==> src/rtl/mps_pkg.sv <==
// ----------------------------------------------------------------------------
// Modem power-up sequencer package
// Shared types, register indexes, reset values and phase codes.
// ----------------------------------------------------------------------------
package mps_pkg;

    localparam int TIME_BITS_DEF = 32;

    // Register reset values.
    localparam logic        GPRS_WANTED_RST      = 1'b0;
    localparam logic [15:0] SETTLE_WAIT_RST      = 16'd2500;
    localparam logic [15:0] POWER_PULSE_RST      = 16'd2000;
    localparam logic [15:0] RESET_PULSE_RST      = 16'd100;
    localparam logic [15:0] REG_TIMEOUT_RST      = 16'd20000;
    localparam logic [15:0] POLL_INTERVAL_RST    = 16'd2000;
    localparam logic [1:0]  MAX_POWER_TRIES_RST  = 2'd2;

    // Power-try counter saturates here.
    localparam logic [1:0]  POWER_TRIES_MAX      = 2'd3;

    typedef enum logic [2:0] {
        CFG_GPRS_WANTED     = 3'd0,
        CFG_SETTLE_WAIT     = 3'd1,
        CFG_POWER_PULSE     = 3'd2,
        CFG_RESET_PULSE     = 3'd3,
        CFG_REG_TIMEOUT     = 3'd4,
        CFG_POLL_INTERVAL   = 3'd5,
        CFG_MAX_POWER_TRIES = 3'd6
    } t_cfg_idx;

    typedef enum logic [3:0] {
        PH_IDLE  = 4'd0,
        PH_WAIT  = 4'd1,
        PH_PWR   = 4'd2,
        PH_RST   = 4'd3,
        PH_CHECK = 4'd4,
        PH_START = 4'd5,
        PH_SIM   = 4'd6,
        PH_REG   = 4'd7,
        PH_BATT  = 4'd8,
        PH_GPRS  = 4'd9,
        PH_RUN   = 4'd10,
        PH_ERR   = 4'd11
    } t_phase;

    typedef enum logic [2:0] {
        Q_NONE      = 3'd0,
        Q_START     = 3'd1,
        Q_PIN       = 3'd2,
        Q_NETSTAT   = 3'd3,
        Q_BATTERY   = 3'd4,
        Q_GPRS_ON   = 3'd5,
        Q_SIGNAL    = 3'd6,
        Q_GPRS_STAT = 3'd7
    } t_query;

    localparam logic [1:0] POLL_SIGNAL = 2'd0;
    localparam logic [1:0] POLL_DATA   = 2'd1;
    localparam logic [1:0] POLL_SKIP   = 2'd2;

    typedef struct packed {
        logic [31:0]        now_ms;
        logic               enabled;
        logic               module_ready;
        logic               module_powered;
        logic               start_ok;
        logic               sim_ok;
        logic               net_registered;
        logic               data_enable_ok;
        logic signed [7:0]  signal_sample;
        logic               data_active_sample;
    } t_in_item;

    typedef struct packed {
        logic [3:0]         state_code;
        logic               is_running;
        logic               power_key_low;
        logic               reset_line_low;
        logic               flush_serial;
        logic [2:0]         query;
        logic signed [7:0]  signal_level;
        logic               data_active;
    } t_out_item;

    typedef struct packed {
        logic [2:0]  index;
        logic [15:0] value;
    } t_cfg_item;

    typedef struct packed {
        logic        gprs_wanted;
        logic [15:0] settle_wait_ms;
        logic [15:0] power_pulse_ms;
        logic [15:0] reset_pulse_ms;
        logic [15:0] register_timeout_ms;
        logic [15:0] poll_interval_ms;
        logic [1:0]  max_power_tries;
    } t_cfg;

    // Sequencer state other than the time mark, whose width is a parameter.
    typedef struct packed {
        t_phase             phase;
        t_phase             pending_phase;
        logic [1:0]         power_tries;
        logic [1:0]         poll_slot;
        logic signed [7:0]  signal_hold;
        logic               data_hold;
        logic               key_low_hold;
        logic               rst_low_hold;
    } t_state;

endpackage

==> src/rtl/mps_stream_if.sv <==
// ----------------------------------------------------------------------------
// Valid/ready stream interface
// One channel carrying a payload of type T; a transaction completes when
// valid and ready are both high at a rising clock edge.
// ----------------------------------------------------------------------------
interface mps_stream_if #(
    parameter type T = logic
);
    logic valid;
    logic ready;
    T     data;

    modport source (output valid, output data, input ready);
    modport sink   (input valid, input data, output ready);
endinterface

==> src/rtl/mps_cfg_regs.sv <==
// ----------------------------------------------------------------------------
// Configuration register bank
// Holds the sequencer's timing and retry settings, written over a
// valid/ready channel that is always ready.
// ----------------------------------------------------------------------------
module mps_cfg_regs (
    input  logic           i_clk,
    input  logic           i_rst_n,
    mps_stream_if.sink     i_cfg,
    output mps_pkg::t_cfg  o_cfg
);
    import mps_pkg::*;

    t_cfg r_cfg;

    assign i_cfg.ready = 1'b1;
    assign o_cfg       = r_cfg;

    always_ff @(posedge i_clk) begin
        if (!i_rst_n) begin
            r_cfg.gprs_wanted         <= GPRS_WANTED_RST;
            r_cfg.settle_wait_ms      <= SETTLE_WAIT_RST;
            r_cfg.power_pulse_ms      <= POWER_PULSE_RST;
            r_cfg.reset_pulse_ms      <= RESET_PULSE_RST;
            r_cfg.register_timeout_ms <= REG_TIMEOUT_RST;
            r_cfg.poll_interval_ms    <= POLL_INTERVAL_RST;
            r_cfg.max_power_tries     <= MAX_POWER_TRIES_RST;
        end else if (i_cfg.valid) begin
            case (i_cfg.data.index)
                CFG_GPRS_WANTED:     r_cfg.gprs_wanted         <= i_cfg.data.value[0];
                CFG_SETTLE_WAIT:     r_cfg.settle_wait_ms      <= i_cfg.data.value;
                CFG_POWER_PULSE:     r_cfg.power_pulse_ms      <= i_cfg.data.value;
                CFG_RESET_PULSE:     r_cfg.reset_pulse_ms      <= i_cfg.data.value;
                CFG_REG_TIMEOUT:     r_cfg.register_timeout_ms <= i_cfg.data.value;
                CFG_POLL_INTERVAL:   r_cfg.poll_interval_ms    <= i_cfg.data.value;
                CFG_MAX_POWER_TRIES: r_cfg.max_power_tries     <= i_cfg.data.value[1:0];
                default: ;
            endcase
        end
    end

endmodule

==> src/rtl/mps_step.sv <==
// ----------------------------------------------------------------------------
// Sequencer step logic
// Next-state and result computation for one scheduler tick.
// ----------------------------------------------------------------------------
module mps_step #(
    parameter int TIME_BITS = mps_pkg::TIME_BITS_DEF
) (
    input  mps_pkg::t_cfg       i_cfg,
    input  mps_pkg::t_in_item   i_item,
    input  mps_pkg::t_state     i_state,
    input  logic [TIME_BITS-1:0] i_mark,
    output mps_pkg::t_state     o_state,
    output logic [TIME_BITS-1:0] o_mark,
    output mps_pkg::t_out_item  o_result
);
    import mps_pkg::*;

    logic [TIME_BITS-1:0] w_now;
    logic [TIME_BITS-1:0] w_elapsed;
    logic                 w_settle_done;
    logic                 w_power_done;
    logic                 w_reset_done;
    logic                 w_reg_late;
    logic                 w_poll_due;
    logic [1:0]           w_tries_inc;
    t_state               n_state;
    logic [TIME_BITS-1:0] n_mark;
    logic                 n_flush;
    t_query               n_query;

    assign w_now     = TIME_BITS'(i_item.now_ms);
    assign w_elapsed = w_now - i_mark;

    assign w_settle_done = w_elapsed >= TIME_BITS'(i_cfg.settle_wait_ms);
    assign w_power_done  = w_elapsed >= TIME_BITS'(i_cfg.power_pulse_ms);
    assign w_reset_done  = w_elapsed >= TIME_BITS'(i_cfg.reset_pulse_ms);
    assign w_poll_due    = w_elapsed >= TIME_BITS'(i_cfg.poll_interval_ms);
    // A successful registration restarts the time mark before the timeout
    // check, so only a zero timeout can expire in that case.
    assign w_reg_late    = i_item.net_registered ? (i_cfg.register_timeout_ms == 16'd0)
                         : (w_elapsed >= TIME_BITS'(i_cfg.register_timeout_ms));

    assign w_tries_inc = (i_state.power_tries == POWER_TRIES_MAX)
                       ? POWER_TRIES_MAX : i_state.power_tries + 2'd1;

    always_comb begin
        n_state = i_state;
        n_mark  = i_mark;
        n_flush = 1'b0;
        n_query = Q_NONE;

        // Disabling forces idle; idle is then processed in the same tick.
        if (!i_item.enabled) begin
            n_flush               = 1'b1;
            n_state.key_low_hold  = 1'b0;
            n_state.rst_low_hold  = 1'b0;
            n_state.phase         = PH_IDLE;
        end

        case (n_state.phase)
            PH_IDLE: begin
                if (i_item.module_ready) begin
                    n_state.pending_phase = PH_PWR;
                    n_mark                = w_now;
                    n_state.phase         = PH_WAIT;
                end
            end
            PH_WAIT: begin
                if (w_settle_done) begin
                    case (i_state.pending_phase)
                        PH_PWR: begin
                            n_state.power_tries  = w_tries_inc;
                            n_state.key_low_hold = 1'b1;
                            n_mark               = w_now;
                            n_state.phase        = PH_PWR;
                        end
                        PH_RST: begin
                            n_state.rst_low_hold = 1'b1;
                            n_mark               = w_now;
                            n_state.phase        = PH_RST;
                        end
                        PH_CHECK, PH_START, PH_SIM, PH_GPRS: begin
                            n_state.phase = i_state.pending_phase;
                        end
                        PH_BATT, PH_RUN: begin
                            n_mark        = w_now;
                            n_state.phase = i_state.pending_phase;
                        end
                        default: begin
                            n_flush              = 1'b1;
                            n_state.key_low_hold = 1'b0;
                            n_state.rst_low_hold = 1'b0;
                            n_state.phase        = PH_IDLE;
                        end
                    endcase
                end
            end
            PH_PWR: begin
                if (w_power_done) begin
                    n_state.key_low_hold  = 1'b0;
                    n_state.pending_phase = PH_CHECK;
                    n_mark                = w_now;
                    n_state.phase         = PH_WAIT;
                end
            end
            PH_RST: begin
                if (w_reset_done) begin
                    n_state.rst_low_hold  = 1'b0;
                    n_state.pending_phase = PH_START;
                    n_mark                = w_now;
                    n_state.phase         = PH_WAIT;
                end
            end
            PH_CHECK: begin
                if (i_item.module_powered) begin
                    n_state.rst_low_hold = 1'b1;
                    n_mark               = w_now;
                    n_state.phase        = PH_RST;
                end else if (i_state.power_tries < i_cfg.max_power_tries) begin
                    n_state.power_tries  = w_tries_inc;
                    n_state.key_low_hold = 1'b1;
                    n_mark               = w_now;
                    n_state.phase        = PH_PWR;
                end else begin
                    n_state.phase = PH_ERR;
                end
            end
            PH_START: begin
                n_query = Q_START;
                if (i_item.start_ok) begin
                    n_state.pending_phase = PH_SIM;
                    n_mark                = w_now;
                    n_state.phase         = PH_WAIT;
                end else begin
                    n_state.phase = PH_ERR;
                end
            end
            PH_SIM: begin
                n_query = Q_PIN;
                if (i_item.sim_ok) begin
                    n_mark        = w_now;
                    n_state.phase = PH_REG;
                end else begin
                    n_state.phase = PH_ERR;
                end
            end
            PH_REG: begin
                n_query = Q_NETSTAT;
                if (i_item.net_registered) begin
                    n_state.pending_phase = PH_BATT;
                    n_mark                = w_now;
                    n_state.phase         = PH_WAIT;
                end
                if (w_reg_late) begin
                    n_state.phase = PH_ERR;
                end
            end
            PH_BATT: begin
                n_query = Q_BATTERY;
                n_mark  = w_now;
                if (i_cfg.gprs_wanted) begin
                    n_state.pending_phase = PH_GPRS;
                    n_state.phase         = PH_WAIT;
                end else begin
                    n_state.phase = PH_RUN;
                end
            end
            PH_GPRS: begin
                n_query = Q_GPRS_ON;
                if (i_item.data_enable_ok) begin
                    n_mark        = w_now;
                    n_state.phase = PH_RUN;
                end else begin
                    n_state.phase = PH_ERR;
                end
            end
            PH_RUN: begin
                if (w_poll_due) begin
                    n_mark = w_now;
                    case (i_state.poll_slot)
                        POLL_SIGNAL: begin
                            n_state.signal_hold = i_item.signal_sample;
                            n_query             = Q_SIGNAL;
                            n_state.poll_slot   = POLL_DATA;
                        end
                        POLL_DATA: begin
                            n_state.data_hold = i_item.data_active_sample;
                            n_query           = Q_GPRS_STAT;
                            n_state.poll_slot = POLL_SKIP;
                        end
                        POLL_SKIP: n_state.poll_slot = POLL_SIGNAL;
                        default:   n_state.poll_slot = POLL_DATA;
                    endcase
                end
            end
            PH_ERR: begin
                n_state.signal_hold = 8'sd0;
                n_state.data_hold   = 1'b0;
            end
            default: begin
                n_flush              = 1'b1;
                n_state.key_low_hold = 1'b0;
                n_state.rst_low_hold = 1'b0;
                n_state.phase        = PH_IDLE;
            end
        endcase
    end

    assign o_state = n_state;
    assign o_mark  = n_mark;

    assign o_result.state_code     = n_state.phase;
    assign o_result.is_running     = (n_state.phase == PH_RUN);
    assign o_result.power_key_low  = n_state.key_low_hold;
    assign o_result.reset_line_low = n_state.rst_low_hold;
    assign o_result.flush_serial   = n_flush;
    assign o_result.query          = n_query;
    assign o_result.signal_level   = n_state.signal_hold;
    assign o_result.data_active    = n_state.data_hold;

endmodule

==> src/rtl/modem_power_up_sequencer.sv <==
// An accepted input is held in the input register and its result is then
// registered in the result register. Throughput: one transaction per cycle
// unless the result channel stalls; the state update is one step-logic pass.
// Reset: synchronous, active low; the sequencer returns to idle with all
// holds and counters cleared and the configuration registers at defaults.
// ----------------------------------------------------------------------------
// Modem power-up sequencer
// Walks the modem power-up sequence one scheduler tick per transaction and
// reports the state, pin drives, issued query and polled values.
// ----------------------------------------------------------------------------
module modem_power_up_sequencer #(
    parameter int TIME_BITS = mps_pkg::TIME_BITS_DEF
) (
    input  logic          i_clk,
    input  logic          i_rst_n,
    mps_stream_if.sink    i_in,
    mps_stream_if.source  o_out,
    mps_stream_if.sink    i_cfg
);
    import mps_pkg::*;

    t_cfg                 w_cfg;
    logic                 w_adv;
    t_state               w_next_state;
    logic [TIME_BITS-1:0] w_next_mark;
    t_out_item            w_result;

    logic                 r_in_valid;
    t_in_item             r_in;
    logic                 r_out_valid;
    t_out_item            r_out;
    t_state               r_state;
    logic [TIME_BITS-1:0] r_mark;

    mps_cfg_regs u_cfg_regs (
        .i_clk   (i_clk),
        .i_rst_n (i_rst_n),
        .i_cfg   (i_cfg),
        .o_cfg   (w_cfg)
    );

    mps_step #(
        .TIME_BITS (TIME_BITS)
    ) u_step (
        .i_cfg    (w_cfg),
        .i_item   (r_in),
        .i_state  (r_state),
        .i_mark   (r_mark),
        .o_state  (w_next_state),
        .o_mark   (w_next_mark),
        .o_result (w_result)
    );

    // The held item advances when the result register is free or draining.
    assign w_adv      = r_in_valid && (!r_out_valid || o_out.ready);
    assign i_in.ready = !r_in_valid || w_adv;

    assign o_out.valid = r_out_valid;
    assign o_out.data  = r_out;

    always_ff @(posedge i_clk) begin
        if (!i_rst_n) begin
            r_in_valid            <= 1'b0;
            r_out_valid           <= 1'b0;
            r_state.phase         <= PH_IDLE;
            r_state.pending_phase <= PH_IDLE;
            r_state.power_tries   <= 2'd0;
            r_state.poll_slot     <= POLL_SIGNAL;
            r_state.signal_hold   <= 8'sd0;
            r_state.data_hold     <= 1'b0;
            r_state.key_low_hold  <= 1'b0;
            r_state.rst_low_hold  <= 1'b0;
            r_mark                <= '0;
        end else begin
            if (i_in.valid && i_in.ready) begin
                r_in_valid <= 1'b1;
            end else if (w_adv) begin
                r_in_valid <= 1'b0;
            end
            if (w_adv) begin
                r_out_valid <= 1'b1;
                r_state     <= w_next_state;
                r_mark      <= w_next_mark;
            end else if (o_out.ready) begin
                r_out_valid <= 1'b0;
            end
        end
    end

    always_ff @(posedge i_clk) begin
        if (i_in.valid && i_in.ready) begin
            r_in <= i_in.data;
        end
        if (w_adv) begin
            r_out <= w_result;
        end
    end

endmodule

==> src/flat_wrapper.sv <==
// flat-port wrapper written by rule: the top's interface ports become plain ports
module modem_power_up_sequencer_flat import mps_pkg::*;
#(
    parameter int TIME_BITS = mps_pkg::TIME_BITS_DEF
)
  (i_clk, i_rst_n, i_in_valid, i_in_data, i_in_ready, o_out_valid, o_out_data, o_out_ready, i_cfg_valid, i_cfg_data, i_cfg_ready);
  mps_stream_if #(.T(t_in_item)) i_in_i ();
  mps_stream_if #(.T(t_out_item)) o_out_i ();
  mps_stream_if #(.T(t_cfg_item)) i_cfg_i ();
  input  logic i_clk;
  input  logic i_rst_n;
  input wire logic [$bits(i_in_i.valid)-1:0] i_in_valid;
  input wire logic [$bits(i_in_i.data)-1:0] i_in_data;
  output wire logic [$bits(i_in_i.ready)-1:0] i_in_ready;
  output wire logic [$bits(o_out_i.valid)-1:0] o_out_valid;
  output wire logic [$bits(o_out_i.data)-1:0] o_out_data;
  input wire logic [$bits(o_out_i.ready)-1:0] o_out_ready;
  input wire logic [$bits(i_cfg_i.valid)-1:0] i_cfg_valid;
  input wire logic [$bits(i_cfg_i.data)-1:0] i_cfg_data;
  output wire logic [$bits(i_cfg_i.ready)-1:0] i_cfg_ready;
  assign i_in_i.valid = i_in_valid;
  assign i_in_i.data = i_in_data;
  assign i_in_ready = i_in_i.ready;
  assign o_out_valid = o_out_i.valid;
  assign o_out_data = o_out_i.data;
  assign o_out_i.ready = o_out_ready;
  assign i_cfg_i.valid = i_cfg_valid;
  assign i_cfg_i.data = i_cfg_data;
  assign i_cfg_ready = i_cfg_i.ready;
  modem_power_up_sequencer #(.TIME_BITS(TIME_BITS)) u_core (.i_clk(i_clk), .i_rst_n(i_rst_n), .i_in(i_in_i), .o_out(o_out_i), .i_cfg(i_cfg_i));
endmodule
==> config.mk <==
export PLATFORM = sky130hd
export DESIGN_NAME = modem_power_up_sequencer_flat
export DESIGN_NICKNAME = d
export VERILOG_FILES = /design/src/rtl/mps_pkg.sv /design/src/rtl/mps_stream_if.sv /design/src/rtl/mps_cfg_regs.sv /design/src/rtl/mps_step.sv /design/src/rtl/modem_power_up_sequencer.sv /design/src/flat_wrapper.sv
export SDC_FILE = /design/constraint.sdc
export NUM_CORES = 1
export LEC_CHECK = 0
export BUFFER_PORTS_ARGS = -buffer_cell sky130_fd_sc_hd__buf_2
export CORE_AREA = 2 2 151 153
export CTS_BUF_LIST = sky130_fd_sc_hd__clkbuf_2 sky130_fd_sc_hd__clkbuf_4 sky130_fd_sc_hd__clkbuf_8
export DETAILED_ROUTE_END_ITERATION = 6
export DIE_AREA = 0 0 153 155
export GPL_TIMING_DRIVEN = 0
export PLACE_DENSITY = 0.85
export RECOVER_POWER = 50
export SYNTH_ARGS = -nofsm -noshare
export SYNTH_HDL_FRONTEND = slang
export SYNTH_SLANG_ARGS = --single-unit
export TNS_END_PERCENT = 50
==> constraint.sdc <==
create_clock -name i_clk -period 4.13 [get_ports i_clk]
set_clock_uncertainty 0.1 [all_clocks]
set_input_delay 0 -clock i_clk [delete_from_list [all_inputs] [get_ports i_clk]]
set_output_delay 0 -clock i_clk [all_outputs]
set_load 0.05 [all_outputs]
==> metrics.txt <==
status finished with violations; failing checks capacitance limit, slew limit, setup timing; switch share 31.7%; initial core utilization 53.8%; Worst EP required 4460 ps; Syn Area/Cell 8.64 µm²; # rows 55; FILL cells 1538; worst r2r src u_core.r_in[24]; # diodes 0; setup ws final -703 ps; reg2reg setup slack -700 ps; post-place setup slack -1140 ps; clk_lat worst skew 560 ps; sw power 1.86 mW; die width 153 µm; Pins Over Slew Limit 44; CP Data Arrival Time 5160 ps; Routed wire per std cell 19.4 µm; Layout Cells excl Fill 1951; total CTS buffers 36; WL final 37900 µm; total congestion overflow 0; r2r worst-path depth 21; design area 15500 µm²; post-route ant nets 0; clk slew on worst S/H paths 70 ps; H-tree levels 2; WL met3 3050 µm; die footprint 23700 µm²; DR iter-0 viols 1331; Util after Layout 70.0%; final hold vios 0; sequential power share 38.4%; PD cells 377 nW/µm²; via count 11800; CTS tree yes; Seq/Total Area, Yosys 40.5%; startpoint types flip-flop; hold crit path type input port to flip-flop; # DRC 0; Async S/R FF share, synth 0%; worst r2r dst u_core.r_mark[0]; overall routing resource usage 29.2%; DP Area 12800 µm²; core box area 22200 µm²; global-route wire length before repair 56600 µm; slew margin rel. -49.8%; gpl congestion 0.928; Chip Height 155 µm; Synthesized Nets 1571; post-synthesis register bit count 208; share of cells above drive strength 1 20.2%; area growth from synthesis to layout 30.1%; Top Metal Used met4; Max Fclk 207 MHz; static leakage 6.12 nW; clk root buf clkbuf_8; CTS max path bufs 3; CP endpoint kind flip-flop; Combinational Power Share 27.3%; Mapped Cells 1383; Max-Cap Viols 1; Worst Hold End u_core.r_in[13]; cell internal pwr 4.01 mW; Final setup viols 71; Synthesis Warnings 0; Clock power frac 34.3%; Nets 1827; Post-Syn Area 11900 µm²; Via density 6.06; WL met1 14700 µm; vias in the first global route 11300; final worst path period need 4830 ps; number of synthesized flops with an enable pin 68; RSZ-0062 raised after global routing yes; DR pass1 iterations 6; Worst Hold Launch i_in_data[13]; largest net degree at the start of global routing 44; Hold Slack 54.6 ps; Buffers on Ports 93; Least-Margin Pin Slew 2250 ps; Setup Crit Path Kind flip-flop to flip-flop; VDD IR-drop max 0.302 mV; Final TNS setup -28450 ps; Netlist cell types 74; initial antenna violation count 0; post-DP HPWL 23600 µm; met2 WL post-DR 18000 µm; hold depth 2; critical path fanouts, max 10; IO Count 95; Top FF cell, synth dfxtp_1; Tcrit/Tclk final 117%; total power 5.87 mW; Placed Cells 1762; clock sinks 208
==> cells in the mapped netlist, drive strengths merged (4+ instances only) <==
| cell type | number | area, µm² |
|---|---|---|
| nor2 | 64 | 240 |
| nor3 | 19 | 95.1 |
| a221oi | 4 | 35.0 |
| a211oi | 12 | 103 |
| o31ai | 6 | 55.1 |
| nand3 | 50 | 250 |
| dfxtp | 140 | 2800 |
| o21bai | 6 | 45.0 |
| clkbuf | 43 | 163 |
| o211ai | 32 | 245 |
| o21ba | 4 | 40.0 |
| o21ai | 83 | 419 |
| mux2i | 7 | 70.1 |
| nand4 | 20 | 131 |
| a21oi | 121 | 606 |
| or2 | 4 | 25.0 |
| nand2b | 22 | 138 |
| o21a | 6 | 45.0 |
| a221o | 4 | 40.0 |
| nand2 | 227 | 855 |
| a31oi | 8 | 50.1 |
| or3 | 5 | 31.3 |
| edfxtp | 68 | 2040 |
| xor2 | 8 | 70.1 |
| and3 | 7 | 43.8 |
| nor2b | 15 | 93.8 |
| a21o | 36 | 270 |
| inv | 129 | 484 |
| a22o | 16 | 140 |
| nor4 | 9 | 62.6 |
| a211o | 6 | 52.6 |
| buf | 16 | 126 |
| xnor2 | 18 | 158 |
| ha | 115 | 1440 |
| and2 | 12 | 75.1 |
==> routing by layer <==
| layer | track usage, % | vias up |
|---|---|---|
| met5 | 0 | - |
| met4 | 13.8 | 0 |
| met3 | 5.01 | 206 |
| met2 | 49.9 | 699 |
| met1 | 36.0 | 5509 |
| li1 | - | 5411 |
==> area by class of cell <==
type	count	area [µm²]	share of cell area [%]
inverter	129	484	3.11
tap	285	357	2.29
clock buffer	57	691	4.44
sequential	208	4850	31.2
timing repair buffer	221	1660	10.7
multi-input combinational	987	7160	46.0
buffer	56	283	1.82
clock inverter	8	72.6	0.467
==> cell families (layout without fill, tap and decap cells) <==
kind of cell	count (synthesis)	after routing	share of synthesized area [%]
muxes	7	7	0.586
other	1	1	0.0314
xor gates and xnor gates	26	26	1.91
buffers and inverters	188	471	6.47
adders and majority gates	116	116	12.2
DFF	208	208	40.5
AOI/OAI and AO/OA	379	379	20.9
and+or+nand+nor	458	458	17.4
==> power by group through the flow <==
stage	Sequential [mW]	Clock, mW	Combinational (mW)
2_1_floorplan	2.31	0	0.759
3_3_place_gp	2.29	0	1.07
3_5_place_dp	2.29	0	1.11
4_1_cts	2.25	2.01	1.43
5_1_grt	2.26	2.11	1.71
6_report	2.25	2.01	1.60
==> worst max-delay path by stage <==
stage / start / end / depth (start not counted)
floorplan: u_core.r_in[18] / u_core.r_mark[0] / 21
finish: u_core.r_in[24] / u_core.r_mark[0] / 21
CTS: u_core.r_in[17] / u_core.r_mark[28] / 21
global route: u_core.r_in[22] / u_core.r_mark[0] / 22
detailed placement: u_core.r_in[16] / u_core.r_mark[1] / 21
global placement: u_core.r_in[16] / u_core.r_mark[0] / 21
==> repair_timing <==
item                                    CTS  global route
gates cloned                              3             0
endpoints found under the setup margin   75            75
gates resized for setup                 117            69
hold buffers                             74             0
pin swaps                                46            36
endpoints found under the hold margin   139             0
setup buffers                            37            17
==> layout by cell type, fill, tap and decap left out, types with 23 or more instances in the layout <==
cell type | synthesis | final
nand2_1 | 226 | 221
dfxtp_1 | 140 | 139
inv_1 | 129 | 125
a21oi_1 | 121 | 112
ha_1 | 115 | 103
dlygate4sd3_1 | 0 | 74
buf_2 | 2 | 70
edfxtp_1 | 68 | 68
clkbuf_1 | 42 | 65
nor2_1 | 64 | 57
buf_4 | 1 | 42
clkbuf_8 | 0 | 42
o21ai_0 | 55 | 36
a21o_1 | 36 | 35
nand3_1 | 50 | 32
o211ai_1 | 31 | 31
o21ai_1 | 27 | 23
==> worst max-delay path: stages, from the launching register on <==
cell	delay, ps
edfxtp_1	400
ha_1	410
nand2_1	210
nor3_1	310
a21boi_4	310
a21oi_4	120
xnor2_2	140
buf_4	170
ha_1	350
o21a_1	160
o21ai_2	60
nand2b_1	140
o2111ai_4	160
a31oi_4	260
nor2_2	100
nand2_2	150
o211ai_1	110
a2111o_1	510
buf_6	200
buf_8	150
nand3_1	110
o31ai_2	80
==> flip-flops by register name, summed over array words and instances (netlist names) <==
signal and count:
u_core.o_out.valid 1, u_core.o_out.data 20, u_core.r_state 23, u_core.u_cfg_regs.o_cfg 83, u_core.r_in 48, u_core.r_mark 32, u_core.r_in_valid 1
Note: power is estimated with default switching activity, not from simulation.
